## src/sv/bpr8_pkg.sv

```systemverilog
// Shared types and constants of the RGBA8 preview converter.
package bpr8_pkg;

  localparam int unsigned FRAC_BITS_DEF = 16;

  localparam int unsigned CHAN_W  = 32;
  localparam int unsigned BYTE_W  = 8;
  localparam int unsigned MODE_W  = 4;
  localparam int unsigned CNT_W   = 3;
  localparam int unsigned DIST_W  = 31;
  localparam int unsigned CFG_IDX_W  = 2;
  localparam int unsigned CFG_DATA_W = 32;

  localparam logic [CFG_IDX_W-1:0] CFG_MODE  = 2'd0;
  localparam logic [CFG_IDX_W-1:0] CFG_COUNT = 2'd1;
  localparam logic [CFG_IDX_W-1:0] CFG_NEAR  = 2'd2;
  localparam logic [CFG_IDX_W-1:0] CFG_FAR   = 2'd3;

  localparam logic [MODE_W-1:0] MODE_RGB    = 4'd0;
  localparam logic [MODE_W-1:0] MODE_RGBA   = 4'd1;
  localparam logic [MODE_W-1:0] MODE_RED    = 4'd2;
  localparam logic [MODE_W-1:0] MODE_GREEN  = 4'd3;
  localparam logic [MODE_W-1:0] MODE_BLUE   = 4'd4;
  localparam logic [MODE_W-1:0] MODE_DNORM  = 4'd5;
  localparam logic [MODE_W-1:0] MODE_DLIN   = 4'd6;
  localparam logic [MODE_W-1:0] MODE_MOTION = 4'd7;
  localparam logic [MODE_W-1:0] MODE_NORMAL = 4'd8;

  localparam logic CMD_SCAN    = 1'b0;
  localparam logic CMD_CONVERT = 1'b1;

  localparam int unsigned MUL_W      = 32;
  localparam int unsigned PROD_W     = 64;
  localparam int unsigned MUL_STEPS  = 32;
  localparam int unsigned MUL_CNT_W  = 6;

  localparam int unsigned DIV_W      = 64;
  localparam int unsigned DIV_LOW_W  = 32;
  localparam int unsigned DIV_CNT_W  = 6;
  localparam int unsigned LIN_STEPS  = 31;
  localparam int unsigned BYTE_STEPS = 8;

  typedef struct packed {
    logic             start;
    logic [MUL_W-1:0] a;
    logic [MUL_W-1:0] b;
  } mul_req_t;

  typedef struct packed {
    logic              done;
    logic [PROD_W-1:0] product;
  } mul_rsp_t;

  typedef struct packed {
    logic                 start;
    logic [DIV_W-1:0]     rem_init;
    logic [DIV_LOW_W-1:0] low_bits;
    logic [DIV_CNT_W-1:0] steps;
    logic [DIV_W-1:0]     divisor;
  } div_req_t;

  typedef struct packed {
    logic                 done;
    logic [DIV_LOW_W-1:0] quo;
  } div_rsp_t;

endpackage

```

## src/sv/bpr8_in_if.sv

```systemverilog
// Input item channel of the preview converter.
interface bpr8_in_if
  import bpr8_pkg::*;
();
  logic                     valid;
  logic                     ready;
  logic                     cmd;
  logic                     frame_start;
  logic signed [CHAN_W-1:0] chan_zero;
  logic signed [CHAN_W-1:0] chan_one;
  logic signed [CHAN_W-1:0] chan_two;
  logic signed [CHAN_W-1:0] chan_three;

  modport source (output valid, cmd, frame_start, chan_zero, chan_one, chan_two, chan_three,
                  input ready);
  modport sink (input valid, cmd, frame_start, chan_zero, chan_one, chan_two, chan_three,
                output ready);
endinterface

```

## src/sv/bpr8_out_if.sv

```systemverilog
// Result item channel of the preview converter.
interface bpr8_out_if
  import bpr8_pkg::*;
();
  logic              valid;
  logic              ready;
  logic [BYTE_W-1:0] red_byte;
  logic [BYTE_W-1:0] green_byte;
  logic [BYTE_W-1:0] blue_byte;
  logic [BYTE_W-1:0] alpha_byte;

  modport source (output valid, red_byte, green_byte, blue_byte, alpha_byte, input ready);
  modport sink (input valid, red_byte, green_byte, blue_byte, alpha_byte, output ready);
endinterface

```

## src/sv/bpr8_cfg_if.sv

```systemverilog
// Configuration write channel of the preview converter.
interface bpr8_cfg_if
  import bpr8_pkg::*;
();
  logic                  valid;
  logic                  ready;
  logic [CFG_IDX_W-1:0]  index;
  logic [CFG_DATA_W-1:0] data;

  modport source (output valid, index, data, input ready);
  modport sink (input valid, index, data, output ready);
endinterface

```

## src/sv/buffer_preview_to_rgba8_core.sv

```systemverilog
// Top level of the RGBA8 preview converter: sequencer, depth statistics, byte unit.
//
//   channel  dir  handshake      payload
//   in_ch    in   valid/ready    cmd, frame_start, chan_zero..chan_three
//   out_ch   out  valid/ready    red_byte, green_byte, blue_byte, alpha_byte
//   cfg_ch   in   valid/ready    index, data (always ready)
//
// One item at a time; a convert item outside depth modes takes 4 byte steps.
// Normalized depth adds the ST_DEPTH and ST_DCHK states, plus the serial byte divider when needed.
// Linearized depth adds two 32-step serial multiplies and a 31-step serial division;
// the division is skipped when the depth saturates.
// A scan item outside depth modes ends on acceptance; in depth modes it updates the bounds in ST_DEPTH.
// A finished item waits in the output register; the next item is accepted meanwhile.
// rst_n is synchronous; it clears registers to their reset values and depth bounds to 1.0/0.
module buffer_preview_to_rgba8_core
  import bpr8_pkg::*;
#(
  parameter int unsigned FRAC_BITS = FRAC_BITS_DEF
) (
  input  logic         clk,
  input  logic         rst_n,
  bpr8_in_if.sink      in_ch,
  bpr8_out_if.source   out_ch,
  bpr8_cfg_if.sink     cfg_ch
);

  localparam logic signed [CHAN_W-1:0] ONE_32 = CHAN_W'(64'd1 << FRAC_BITS);
  localparam logic signed [33:0]       ONE_34 = 34'(64'd1 << FRAC_BITS);
  localparam logic signed [33:0]       TWO_34 = 34'(64'd2 << FRAC_BITS);
  localparam logic signed [63:0]       ONE_64 = 64'(64'd1 << FRAC_BITS);
  localparam logic [41:0]              HALF_42 = 42'(64'd1 << (FRAC_BITS - 1));
  localparam logic [41:0]              ONE_42  = 42'(64'd1 << FRAC_BITS);
  localparam logic [DIST_W-1:0]        NEAR_RST = DIST_W'(64'd1 << FRAC_BITS);
  localparam logic [DIST_W-1:0]        FAR_RST  = DIST_W'(64'd100 << FRAC_BITS);

  typedef enum logic [9:0] {
    ST_IDLE     = 10'b0000000001,
    ST_MUL_NF   = 10'b0000000010,
    ST_MUL_VD   = 10'b0000000100,
    ST_DEN      = 10'b0000001000,
    ST_DIV_LIN  = 10'b0000010000,
    ST_DEPTH    = 10'b0000100000,
    ST_DCHK     = 10'b0001000000,
    ST_DIV_BYTE = 10'b0010000000,
    ST_BYTES    = 10'b0100000000,
    ST_EMIT     = 10'b1000000000
  } state_t;

  state_t                     state_r, state_nxt;
  logic [MODE_W-1:0]          mode_r, mode_nxt;
  logic [CNT_W-1:0]           count_r, count_nxt;
  logic [DIST_W-1:0]          near_r, near_nxt;
  logic [DIST_W-1:0]          far_r, far_nxt;
  logic                       cmd_r, cmd_nxt;
  logic signed [CHAN_W-1:0]   c0_r, c0_nxt;
  logic signed [CHAN_W-1:0]   c1_r, c1_nxt;
  logic signed [CHAN_W-1:0]   c2_r, c2_nxt;
  logic signed [CHAN_W-1:0]   c3_r, c3_nxt;
  logic signed [CHAN_W-1:0]   low_r, low_nxt;
  logic signed [CHAN_W-1:0]   high_r, high_nxt;
  logic [61:0]                nf_r, nf_nxt;
  logic signed [63:0]         d2_r, d2_nxt;
  logic signed [CHAN_W-1:0]   depth_r, depth_nxt;
  logic signed [CHAN_W:0]     range_r, range_nxt;
  logic signed [CHAN_W:0]     num_r, num_nxt;
  logic [BYTE_W-1:0]          dbyte_r, dbyte_nxt;
  logic [1:0]                 idx_r, idx_nxt;
  logic [3:0][BYTE_W-1:0]     pix_r, pix_nxt;
  logic                       out_valid_r, out_valid_nxt;
  logic [3:0][BYTE_W-1:0]     out_pix_r, out_pix_nxt;

  mul_req_t mul_req;
  mul_rsp_t mul_rsp;
  div_req_t div_req;
  div_rsp_t div_rsp;

  logic                       is_depth;
  logic                       has_g, has_b, has_a;
  logic [MUL_W-1:0]           mag_v, mag_d;
  logic signed [CHAN_W-1:0]   dist_diff;
  logic                       prod_neg;
  logic signed [63:0]         sprod;
  logic [63:0]                den;
  logic [30:0]                nf_hi;
  logic signed [CHAN_W:0]     rng_raw, num_raw;
  logic [41:0]                bdvd;

  logic signed [CHAN_W-1:0]   sel_val;
  logic                       sel_half;
  logic                       sel_fix;
  logic [BYTE_W-1:0]          fix_val;
  logic signed [33:0]         bw;
  logic [41:0]                bprod;
  logic [41:0]                bsum;
  logic [BYTE_W-1:0]          byte_val;

  bpr8_mul u_mul (
    .clk   (clk),
    .rst_n (rst_n),
    .req   (mul_req),
    .rsp   (mul_rsp)
  );

  bpr8_div u_div (
    .clk   (clk),
    .rst_n (rst_n),
    .req   (div_req),
    .rsp   (div_rsp)
  );

  assign is_depth = (mode_r == MODE_DNORM) || (mode_r == MODE_DLIN);
  assign has_g    = count_r >= CNT_W'(2);
  assign has_b    = count_r >= CNT_W'(3);
  assign has_a    = count_r >= CNT_W'(4);

  // linearized depth operands
  always_comb begin
    mag_v     = c0_r[CHAN_W-1] ? MUL_W'(-c0_r) : MUL_W'(c0_r);
    dist_diff = $signed({1'b0, far_r}) - $signed({1'b0, near_r});
    mag_d     = dist_diff[CHAN_W-1] ? MUL_W'(-dist_diff) : MUL_W'(dist_diff);
    prod_neg  = c0_r[CHAN_W-1] ^ dist_diff[CHAN_W-1];
    sprod     = prod_neg ? -$signed(mul_rsp.product) : $signed(mul_rsp.product);
    den       = (d2_r < ONE_64) ? 64'd1 : (64'(d2_r) >> FRAC_BITS);
    nf_hi     = nf_r[61:31];
    rng_raw   = $signed({high_r[CHAN_W-1], high_r}) - $signed({low_r[CHAN_W-1], low_r});
    num_raw   = $signed({depth_r[CHAN_W-1], depth_r}) - $signed({low_r[CHAN_W-1], low_r});
    bdvd      = ({10'd0, num_r[CHAN_W-1:0]} << 9) - ({10'd0, num_r[CHAN_W-1:0]} << 1)
                + {10'd0, range_r[CHAN_W-1:0]};
  end

  // byte lane selection
  always_comb begin
    sel_val  = c0_r;
    sel_half = 1'b0;
    sel_fix  = 1'b0;
    fix_val  = 8'd255;
    if (idx_r == 2'd3) begin
      if (mode_r == MODE_RGBA) begin
        sel_val = has_a ? c3_r : ONE_32;
      end else begin
        sel_fix = 1'b1;
      end
    end else begin
      case (mode_r)
        MODE_RED: sel_val = c0_r;
        MODE_GREEN: sel_val = has_g ? c1_r : c0_r;
        MODE_BLUE: sel_val = has_b ? c2_r : c0_r;
        MODE_DNORM, MODE_DLIN: begin
          sel_fix = 1'b1;
          fix_val = dbyte_r;
        end
        MODE_MOTION, MODE_NORMAL: begin
          sel_half = 1'b1;
          case (idx_r)
            2'd0: sel_val = c0_r;
            2'd1: sel_val = has_g ? c1_r : '0;
            default: begin
              if (mode_r == MODE_MOTION) begin
                sel_fix = 1'b1;
                fix_val = 8'd128;
              end else begin
                sel_val = has_b ? c2_r : '0;
              end
            end
          endcase
        end
        default: begin
          case (idx_r)
            2'd0: sel_val = c0_r;
            2'd1: sel_val = has_g ? c1_r : c0_r;
            default: sel_val = has_b ? c2_r : c0_r;
          endcase
        end
      endcase
    end
  end

  // clamp, scale by 255 and round half up
  always_comb begin
    bw    = 34'(sel_val) + (sel_half ? ONE_34 : 34'sd0);
    bprod = (42'(bw) << 8) - 42'(bw);
    bsum  = bprod + (sel_half ? ONE_42 : HALF_42);
    if (sel_fix) begin
      byte_val = fix_val;
    end else if (bw <= 34'sd0) begin
      byte_val = '0;
    end else if (bw >= (sel_half ? TWO_34 : ONE_34)) begin
      byte_val = 8'd255;
    end else if (sel_half) begin
      byte_val = BYTE_W'(bsum >> (FRAC_BITS + 1));
    end else begin
      byte_val = BYTE_W'(bsum >> FRAC_BITS);
    end
  end

  always_comb begin
    state_nxt     = state_r;
    mode_nxt      = mode_r;
    count_nxt     = count_r;
    near_nxt      = near_r;
    far_nxt       = far_r;
    cmd_nxt       = cmd_r;
    c0_nxt        = c0_r;
    c1_nxt        = c1_r;
    c2_nxt        = c2_r;
    c3_nxt        = c3_r;
    low_nxt       = low_r;
    high_nxt      = high_r;
    nf_nxt        = nf_r;
    d2_nxt        = d2_r;
    depth_nxt     = depth_r;
    range_nxt     = range_r;
    num_nxt       = num_r;
    dbyte_nxt     = dbyte_r;
    idx_nxt       = idx_r;
    pix_nxt       = pix_r;
    out_valid_nxt = out_valid_r;
    out_pix_nxt   = out_pix_r;
    mul_req       = '0;
    div_req       = '0;

    if (cfg_ch.valid) begin
      case (cfg_ch.index)
        CFG_MODE:  mode_nxt  = cfg_ch.data[MODE_W-1:0];
        CFG_COUNT: count_nxt = cfg_ch.data[CNT_W-1:0];
        CFG_NEAR:  near_nxt  = cfg_ch.data[DIST_W-1:0];
        CFG_FAR:   far_nxt   = cfg_ch.data[DIST_W-1:0];
        default: ;
      endcase
    end

    if (out_valid_r && out_ch.ready) begin
      out_valid_nxt = 1'b0;
    end

    case (state_r)
      ST_IDLE: begin
        if (in_ch.valid) begin
          cmd_nxt = in_ch.cmd;
          c0_nxt  = in_ch.chan_zero;
          c1_nxt  = in_ch.chan_one;
          c2_nxt  = in_ch.chan_two;
          c3_nxt  = in_ch.chan_three;
          idx_nxt = '0;
          if (in_ch.frame_start) begin
            low_nxt  = ONE_32;
            high_nxt = '0;
          end
          if (is_depth) begin
            if (mode_r == MODE_DLIN) begin
              mul_req.start = 1'b1;
              mul_req.a     = MUL_W'(near_r);
              mul_req.b     = MUL_W'(far_r);
              state_nxt     = ST_MUL_NF;
            end else begin
              depth_nxt = in_ch.chan_zero;
              state_nxt = ST_DEPTH;
            end
          end else if (in_ch.cmd == CMD_CONVERT) begin
            state_nxt = ST_BYTES;
          end
        end
      end
      ST_MUL_NF: begin
        if (mul_rsp.done) begin
          nf_nxt        = mul_rsp.product[61:0];
          mul_req.start = 1'b1;
          mul_req.a     = mag_v;
          mul_req.b     = mag_d;
          state_nxt     = ST_MUL_VD;
        end
      end
      ST_MUL_VD: begin
        if (mul_rsp.done) begin
          d2_nxt    = $signed(64'(far_r) << FRAC_BITS) - sprod;
          state_nxt = ST_DEN;
        end
      end
      ST_DEN: begin
        if ({33'd0, nf_hi} >= den) begin
          depth_nxt = {1'b0, {(CHAN_W-1){1'b1}}};
          state_nxt = ST_DEPTH;
        end else begin
          div_req.start    = 1'b1;
          div_req.rem_init = DIV_W'(nf_hi);
          div_req.low_bits = {nf_r[30:0], 1'b0};
          div_req.steps    = DIV_CNT_W'(LIN_STEPS);
          div_req.divisor  = den;
          state_nxt        = ST_DIV_LIN;
        end
      end
      ST_DIV_LIN: begin
        if (div_rsp.done) begin
          depth_nxt = $signed(div_rsp.quo);
          state_nxt = ST_DEPTH;
        end
      end
      ST_DEPTH: begin
        if (cmd_r == CMD_SCAN) begin
          if (depth_r < low_r) begin
            low_nxt = depth_r;
          end
          if (depth_r > high_r) begin
            high_nxt = depth_r;
          end
          state_nxt = ST_IDLE;
        end else begin
          range_nxt = (rng_raw < 33'sd1) ? 33'sd1 : rng_raw;
          num_nxt   = num_raw;
          state_nxt = ST_DCHK;
        end
      end
      ST_DCHK: begin
        if (num_r <= 33'sd0) begin
          dbyte_nxt = '0;
          state_nxt = ST_BYTES;
        end else if (num_r >= range_r) begin
          dbyte_nxt = 8'd255;
          state_nxt = ST_BYTES;
        end else begin
          div_req.start    = 1'b1;
          div_req.rem_init = DIV_W'(bdvd[41:8]);
          div_req.low_bits = {bdvd[7:0], 24'd0};
          div_req.steps    = DIV_CNT_W'(BYTE_STEPS);
          div_req.divisor  = DIV_W'({range_r[CHAN_W-1:0], 1'b0});
          state_nxt        = ST_DIV_BYTE;
        end
      end
      ST_DIV_BYTE: begin
        if (div_rsp.done) begin
          dbyte_nxt = div_rsp.quo[BYTE_W-1:0];
          state_nxt = ST_BYTES;
        end
      end
      ST_BYTES: begin
        pix_nxt[idx_r] = byte_val;
        idx_nxt        = idx_r + 1'b1;
        if (idx_r == 2'd3) begin
          state_nxt = ST_EMIT;
        end
      end
      ST_EMIT: begin
        if (!out_valid_r || out_ch.ready) begin
          out_pix_nxt   = pix_r;
          out_valid_nxt = 1'b1;
          state_nxt     = ST_IDLE;
        end
      end
      default: state_nxt = ST_IDLE;
    endcase
  end

  always_ff @(posedge clk) begin
    if (!rst_n) begin
      state_r     <= ST_IDLE;
      mode_r      <= MODE_RGB;
      count_r     <= CNT_W'(4);
      near_r      <= NEAR_RST;
      far_r       <= FAR_RST;
      low_r       <= ONE_32;
      high_r      <= '0;
      idx_r       <= '0;
      out_valid_r <= 1'b0;
    end else begin
      state_r     <= state_nxt;
      mode_r      <= mode_nxt;
      count_r     <= count_nxt;
      near_r      <= near_nxt;
      far_r       <= far_nxt;
      low_r       <= low_nxt;
      high_r      <= high_nxt;
      idx_r       <= idx_nxt;
      out_valid_r <= out_valid_nxt;
    end
    cmd_r     <= cmd_nxt;
    c0_r      <= c0_nxt;
    c1_r      <= c1_nxt;
    c2_r      <= c2_nxt;
    c3_r      <= c3_nxt;
    nf_r      <= nf_nxt;
    d2_r      <= d2_nxt;
    depth_r   <= depth_nxt;
    range_r   <= range_nxt;
    num_r     <= num_nxt;
    dbyte_r   <= dbyte_nxt;
    pix_r     <= pix_nxt;
    out_pix_r <= out_pix_nxt;
  end

  assign in_ch.ready       = (state_r == ST_IDLE);
  assign cfg_ch.ready      = 1'b1;
  assign out_ch.valid      = out_valid_r;
  assign out_ch.red_byte   = out_pix_r[0];
  assign out_ch.green_byte = out_pix_r[1];
  assign out_ch.blue_byte  = out_pix_r[2];
  assign out_ch.alpha_byte = out_pix_r[3];

endmodule

```

## src/sv/bpr8_mul.sv

```systemverilog
// Bit-serial unsigned shift-add multiplier, one multiplier bit per cycle.
module bpr8_mul
  import bpr8_pkg::*;
(
  input  logic     clk,
  input  logic     rst_n,
  input  mul_req_t req,
  output mul_rsp_t rsp
);

  logic                 busy_r, busy_nxt;
  logic                 done_r, done_nxt;
  logic [MUL_CNT_W-1:0] cnt_r, cnt_nxt;
  logic [PROD_W-1:0]    mcand_r, mcand_nxt;
  logic [MUL_W-1:0]     mplr_r, mplr_nxt;
  logic [PROD_W-1:0]    acc_r, acc_nxt;

  always_comb begin
    busy_nxt  = busy_r;
    done_nxt  = 1'b0;
    cnt_nxt   = cnt_r;
    mcand_nxt = mcand_r;
    mplr_nxt  = mplr_r;
    acc_nxt   = acc_r;
    if (req.start) begin
      busy_nxt  = 1'b1;
      cnt_nxt   = MUL_CNT_W'(MUL_STEPS);
      mcand_nxt = PROD_W'(req.a);
      mplr_nxt  = req.b;
      acc_nxt   = '0;
    end else if (busy_r) begin
      if (mplr_r[0]) begin
        acc_nxt = acc_r + mcand_r;
      end
      mcand_nxt = mcand_r << 1;
      mplr_nxt  = mplr_r >> 1;
      cnt_nxt   = cnt_r - 1'b1;
      if (cnt_r == MUL_CNT_W'(1)) begin
        busy_nxt = 1'b0;
        done_nxt = 1'b1;
      end
    end
  end

  always_ff @(posedge clk) begin
    if (!rst_n) begin
      busy_r <= 1'b0;
      done_r <= 1'b0;
      cnt_r  <= '0;
    end else begin
      busy_r <= busy_nxt;
      done_r <= done_nxt;
      cnt_r  <= cnt_nxt;
    end
    mcand_r <= mcand_nxt;
    mplr_r  <= mplr_nxt;
    acc_r   <= acc_nxt;
  end

  assign rsp.done    = done_r;
  assign rsp.product = acc_r;

endmodule

```

## src/sv/bpr8_div.sv

```systemverilog
// Restoring divider, one quotient bit per cycle, remainder seeded by the caller.
module bpr8_div
  import bpr8_pkg::*;
(
  input  logic     clk,
  input  logic     rst_n,
  input  div_req_t req,
  output div_rsp_t rsp
);

  logic                 busy_r, busy_nxt;
  logic                 done_r, done_nxt;
  logic [DIV_CNT_W-1:0] cnt_r, cnt_nxt;
  logic [DIV_W-1:0]     rem_r, rem_nxt;
  logic [DIV_LOW_W-1:0] low_r, low_nxt;
  logic [DIV_LOW_W-1:0] quo_r, quo_nxt;
  logic [DIV_W-1:0]     dvs_r, dvs_nxt;
  logic [DIV_W:0]       trial;
  logic [DIV_W:0]       diff;
  logic                 ge;

  always_comb begin
    trial = {rem_r, low_r[DIV_LOW_W-1]};
    diff  = trial - {1'b0, dvs_r};
    ge    = trial >= {1'b0, dvs_r};
  end

  always_comb begin
    busy_nxt = busy_r;
    done_nxt = 1'b0;
    cnt_nxt  = cnt_r;
    rem_nxt  = rem_r;
    low_nxt  = low_r;
    quo_nxt  = quo_r;
    dvs_nxt  = dvs_r;
    if (req.start) begin
      busy_nxt = 1'b1;
      cnt_nxt  = req.steps;
      rem_nxt  = req.rem_init;
      low_nxt  = req.low_bits;
      quo_nxt  = '0;
      dvs_nxt  = req.divisor;
    end else if (busy_r) begin
      rem_nxt = ge ? diff[DIV_W-1:0] : trial[DIV_W-1:0];
      low_nxt = low_r << 1;
      quo_nxt = {quo_r[DIV_LOW_W-2:0], ge};
      cnt_nxt = cnt_r - 1'b1;
      if (cnt_r == DIV_CNT_W'(1)) begin
        busy_nxt = 1'b0;
        done_nxt = 1'b1;
      end
    end
  end

  always_ff @(posedge clk) begin
    if (!rst_n) begin
      busy_r <= 1'b0;
      done_r <= 1'b0;
      cnt_r  <= '0;
    end else begin
      busy_r <= busy_nxt;
      done_r <= done_nxt;
      cnt_r  <= cnt_nxt;
    end
    rem_r <= rem_nxt;
    low_r <= low_nxt;
    quo_r <= quo_nxt;
    dvs_r <= dvs_nxt;
  end

  assign rsp.done = done_r;
  assign rsp.quo  = quo_r;

endmodule
```

## src/flat_wrapper.sv

```systemverilog
// flat-port wrapper written by rule: the top's interface ports become plain ports
module buffer_preview_to_rgba8_core_flat import bpr8_pkg::*;
#(
  parameter int unsigned FRAC_BITS = FRAC_BITS_DEF
)
  (clk, rst_n, in_ch_valid, in_ch_cmd, in_ch_frame_start, in_ch_chan_zero, in_ch_chan_one, in_ch_chan_two, in_ch_chan_three, in_ch_ready, out_ch_valid, out_ch_red_byte, out_ch_green_byte, out_ch_blue_byte, out_ch_alpha_byte, out_ch_ready, cfg_ch_valid, cfg_ch_index, cfg_ch_data, cfg_ch_ready);
  bpr8_in_if in_ch_i ();
  bpr8_out_if out_ch_i ();
  bpr8_cfg_if cfg_ch_i ();
  input  logic clk;
  input  logic rst_n;
  input wire logic [$bits(in_ch_i.valid)-1:0] in_ch_valid;
  input wire logic [$bits(in_ch_i.cmd)-1:0] in_ch_cmd;
  input wire logic [$bits(in_ch_i.frame_start)-1:0] in_ch_frame_start;
  input wire logic [$bits(in_ch_i.chan_zero)-1:0] in_ch_chan_zero;
  input wire logic [$bits(in_ch_i.chan_one)-1:0] in_ch_chan_one;
  input wire logic [$bits(in_ch_i.chan_two)-1:0] in_ch_chan_two;
  input wire logic [$bits(in_ch_i.chan_three)-1:0] in_ch_chan_three;
  output wire logic [$bits(in_ch_i.ready)-1:0] in_ch_ready;
  output wire logic [$bits(out_ch_i.valid)-1:0] out_ch_valid;
  output wire logic [$bits(out_ch_i.red_byte)-1:0] out_ch_red_byte;
  output wire logic [$bits(out_ch_i.green_byte)-1:0] out_ch_green_byte;
  output wire logic [$bits(out_ch_i.blue_byte)-1:0] out_ch_blue_byte;
  output wire logic [$bits(out_ch_i.alpha_byte)-1:0] out_ch_alpha_byte;
  input wire logic [$bits(out_ch_i.ready)-1:0] out_ch_ready;
  input wire logic [$bits(cfg_ch_i.valid)-1:0] cfg_ch_valid;
  input wire logic [$bits(cfg_ch_i.index)-1:0] cfg_ch_index;
  input wire logic [$bits(cfg_ch_i.data)-1:0] cfg_ch_data;
  output wire logic [$bits(cfg_ch_i.ready)-1:0] cfg_ch_ready;
  assign in_ch_i.valid = in_ch_valid;
  assign in_ch_i.cmd = in_ch_cmd;
  assign in_ch_i.frame_start = in_ch_frame_start;
  assign in_ch_i.chan_zero = in_ch_chan_zero;
  assign in_ch_i.chan_one = in_ch_chan_one;
  assign in_ch_i.chan_two = in_ch_chan_two;
  assign in_ch_i.chan_three = in_ch_chan_three;
  assign in_ch_ready = in_ch_i.ready;
  assign out_ch_valid = out_ch_i.valid;
  assign out_ch_red_byte = out_ch_i.red_byte;
  assign out_ch_green_byte = out_ch_i.green_byte;
  assign out_ch_blue_byte = out_ch_i.blue_byte;
  assign out_ch_alpha_byte = out_ch_i.alpha_byte;
  assign out_ch_i.ready = out_ch_ready;
  assign cfg_ch_i.valid = cfg_ch_valid;
  assign cfg_ch_i.index = cfg_ch_index;
  assign cfg_ch_i.data = cfg_ch_data;
  assign cfg_ch_ready = cfg_ch_i.ready;
  buffer_preview_to_rgba8_core #(.FRAC_BITS(FRAC_BITS)) u_core (.clk(clk), .rst_n(rst_n), .in_ch(in_ch_i), .out_ch(out_ch_i), .cfg_ch(cfg_ch_i));
endmodule
```

## config.mk

```make
export PLATFORM = sky130hd
export DESIGN_NAME = buffer_preview_to_rgba8_core_flat
export DESIGN_NICKNAME = d
export VERILOG_FILES = /design/src/sv/bpr8_pkg.sv /design/src/sv/bpr8_in_if.sv /design/src/sv/bpr8_out_if.sv /design/src/sv/bpr8_cfg_if.sv /design/src/sv/buffer_preview_to_rgba8_core.sv /design/src/sv/bpr8_mul.sv /design/src/sv/bpr8_div.sv /design/src/flat_wrapper.sv
export SDC_FILE = /design/constraint.sdc
export NUM_CORES = 2
export LEC_CHECK = 0
export ABC_AREA = 1
export BUFFER_PORTS_ARGS = -buffer_cell sky130_fd_sc_hd__buf_2
export CAP_MARGIN = 20
export CORE_ASPECT_RATIO = 1.1
export CORE_MARGIN = 3
export CORE_UTILIZATION = 30
export DETAILED_ROUTE_END_ITERATION = 10
export GPL_TIMING_DRIVEN = 0
export HOLD_SLACK_MARGIN = 0.12
export SLEW_MARGIN = 15
export SYNTH_ARGS = -nofsm -noshare
export SYNTH_HDL_FRONTEND = slang
export SYNTH_SLANG_ARGS = --single-unit
```

## constraint.sdc

```tcl
create_clock -name clk -period 12.6 [get_ports clk]
set_input_delay 0.63 -clock clk [delete_from_list [all_inputs] [get_ports clk]]
set_output_delay 0.63 -clock clk [all_outputs]
set_load 0.02 [all_outputs]
```

==> reports/results.ini <==
[outcome]
outcome = complete, no violations

[critical_path]
r2r-start = u_core.d2_r[57]
r2r.worst_path.cells = 23
r2r_end = u_core.u_div.rem_r[28]
critPathArrivalTime_ns = 9.20
r2r_slack_ns = 3.83
critPathLaunchType = flip-flop
cp.required_ns = 13.03
path_max_fanout = 10
criticalPathCategory = flip-flop to flip-flop
end_kind = flip-flop

[synth]
synth_edf_count = 616
ys.flop_type = edfxtp_1
synth.area.top_cells = edfxtp_1 28%, nand2_1 11%, dfxtp_1 8.7%
postSynthCellCount = 9145
yosysTopAreaCell = edfxtp_1
ys_ff_latch = 906
yosys_warnings = 0
async_flop_share_pct = 0
synth_seq_area_share_pct = 36.5
syn-num-nets = 9777
synth_top_area_share_pct = 27.8
syn_avg_cell_area_um2 = 7.28
syn_area_mm2 = 0.0666
synth_cell_type_count = 72

[layout]
fill_cells = 23500
area_growth_pct = 14.7
final_cell_mix = 1897 x nand2_1, 1314 x inv_1, 1162 x nor2_1
drive_gt1_share_pct = 5.98
fin_cells = 12600
nets = 10200
multi_input_area_mm2 = 0.0362
seqCellArea_mm2 = 0.0243
final_common_cell = nand2_1

[global_route]
antenna_found_initial = 16
grt_usage_pct = 24.4
grt_pass1_vias = 63800
grt_overflow = 0
grt_pass1_wl_um = 417000
grt_max_degree = 73

[clock_network]
clkLatencyLatePin_ns = 0.78
postCtsResizedCells = 0
cts_tree = built
htreeDepth = 3
clk_path_buf_depth = 3
clkTransAtPathRegs_ns = 0.07
root_buffer = clkbuf_16
cts-buffers-inserted = 99
numClockSinks = 906

[sta]
tns_ns = 0
fin_crit_sh_pct = 69.6
relSlewSlack_pct = 16.1
fin_skew_ns = 0.0937
whs_ns = 0.172
setup_ws_ns = 3.83
setup_viol = 0
worst_slew_pin_slew_ns = 1.26
min_period_ns = 8.77
slew_viol_final = 0
grt_setup_unrepaired = no
finalHoldViolCount = 0
clock.fmax_mhz = 114

[floorplanning]
core_area_mm2 = 0.220
fp.dieH_um = 500
die_w_um = 455
ios = 204
die-area_mm2 = 0.228
rows = 180
initial_core_util_pct = 30.3

[placed_design]
dp_hpwl_um = 237000
dp.cells = 12300
dp_slack_ns = 3.90
gp_congestion = 0.991
io_buffers = 200

[hold_path]
min-delay-start = in_ch_chan_zero[6]
hold_depth = 1
min_to = u_core.c0_r[6]
hold_path.class = input port to flip-flop

[drt]
via_count = 66200
vias_per_cell = 5.26
drt-wirelength-per-cell_um = 22.8
route.detailed.drc = 0
initialDrtViolationCount = 6248
routed_wl_um = 287000
drt_pass1_iterations = 6
ant_nets = 0

[job]
maxCapViolations = 0

[power]
total_power_mw = 15.4
peakVddDrop_mv = 0.145
p_leak_nw = 32.8
p_per_area_mw_per_mm2 = 201

## layout make-up
type | instances | area share, %
Multi-Input combinational cell | 6652 | 47.4
Inverter | 1333 | 6.55
Antenna cell | 2 | 0.00655
Sequential cell | 906 | 31.8
Clock buffer | 129 | 3.68
Timing Repair Buffer | 341 | 3.40
Tap cell | 2912 | 4.77
Clock inverter | 58 | 0.920
Buffer | 254 | 1.47
## cell usage after synthesis (9+ instances only)
library cell     n
nand2_1       1898
inv_1         1316
nor2_1        1166
a21oi_1        731
edfxtp_1       616
o21ai_0        569
nand3_1        510
ha_1           433
dfxtp_1        290
xor2_1         217
clkbuf_1       161
nand4_1        131
a31oi_1        127
nor3_1         125
o211ai_1        92
xnor2_1         88
buf_2           63
nor4_1          53
a211oi_1        51
o21a_1          43
o22ai_1         34
fa_1            30
nand3b_1        29
o21ai_1         25
a21o_1          23
a22o_1          23
o21bai_1        22
o221ai_1        22
o2111ai_1       19
nand2_2         18
nor2_2          17
a21boi_0        16
a221oi_1        15
a22oi_1         15
buf_1           13
or2_2           12
inv_2           11
nor2_4          11
buf_4           10
and3_1           9
## worst max-delay path: stages (launching register included)
cell and delay (ns):
edfxtp_1 0.43, nor4_1 0.68, nand4_1 0.25, nor3_1 0.29, ha_1 0.28, inv_1 0.13
clkbuf_1 0.38, clkbuf_1 0.33, nand2_1 0.24, ha_1 0.35, a21oi_1 0.16, o21ai_0 0.10
nand2_1 0.08, o211ai_1 0.08, a22oi_1 0.41, nand2_1 0.10, nand2_1 0.14, nand3_1 0.87
nand2_1 1.11, clkinv_1 0.85, buf_2 0.56, buf_1 0.39, nand2_1 0.17, nand3_1 0.08
## stage by stage
step / utilization, % / instance area, µm²
final: 34.8 / 76400
after global routing: 34.8 / 76400
after CTS: 34.8 / 76400
after detailed placement: 32.6 / 71700
after global placement: 32.4 / 71200
after floorplan: - / 66600
## where the power goes
part           internal [mW]  leakage, nW  switching (mW)  total [mW]
Sequential              3.90         8.04           0.696        4.60
Combinational           2.39         23.0            5.28        7.67
Clock                   1.78         1.72            1.33        3.11
## timing repair
item / CTS / global route
hold buffers: 120 / 0
setup buffers: 0 / 0
hold endpoints to repair: 120 / 0
## kinds of logic after synthesis
logic type	count (synthesis)	share of synthesized area, %
xor gates and xnor gates	306	4.04
AOI/OAI and AO/OA	1882	16.2
and+or+nand+nor	3999	25.1
DFF	906	36.5
other	2	0.0113
adders and majority gates	463	9.04
buffers and inverters	1587	9.18
## registers in the layout, indices dropped and copies added (netlist names), 33 cells and up
signal	cells
u_core.u_mul.acc_r	64
u_core.num_r	33
u_core.d2_r	48
u_core.nf_r	62
u_core.u_div.dvs_r	48
u_core.u_div.rem_r	64
u_core.range_r	33
u_core.u_mul.mcand_r	64
## worst max-delay path by stage
| stage | to | slack, ns | from | depth (start not counted) |
|---|---|---|---|---|
| 6_report | u_core.u_div.rem_r[28] | 3.83 | u_core.d2_r[57] | 23 |
| 5_1_grt | u_core.u_div.rem_r[28] | 3.65 | u_core.d2_r[57] | 23 |
| 4_1_cts | u_core.u_div.rem_r[28] | 3.88 | u_core.d2_r[57] | 23 |
| 3_5_place_dp | u_core.u_div.rem_r[28] | 3.90 | u_core.d2_r[57] | 23 |
| 3_3_place_gp | u_core.u_div.rem_r[47] | 2.31 | u_core.d2_r[57] | 20 |
| 2_1_floorplan | u_core.c0_r[0] | 5.04 | u_core.state_r[6] | 7 |
## routing by layer
| layer | GRT usage (%) | vias up | part of all wire [%] |
|---|---|---|---|
| li1 | - | 31600 | - |
| met1 | 30.5 | 31400 | 41 |
| met2 | 41.4 | 2584 | 47 |
| met3 | 2.58 | 590 | 5.6 |
| met4 | 12.5 | 0 | 5.9 |
| met5 | 0 | - | 0 |
No activity file was read; power rests on OpenSTA's default activity.
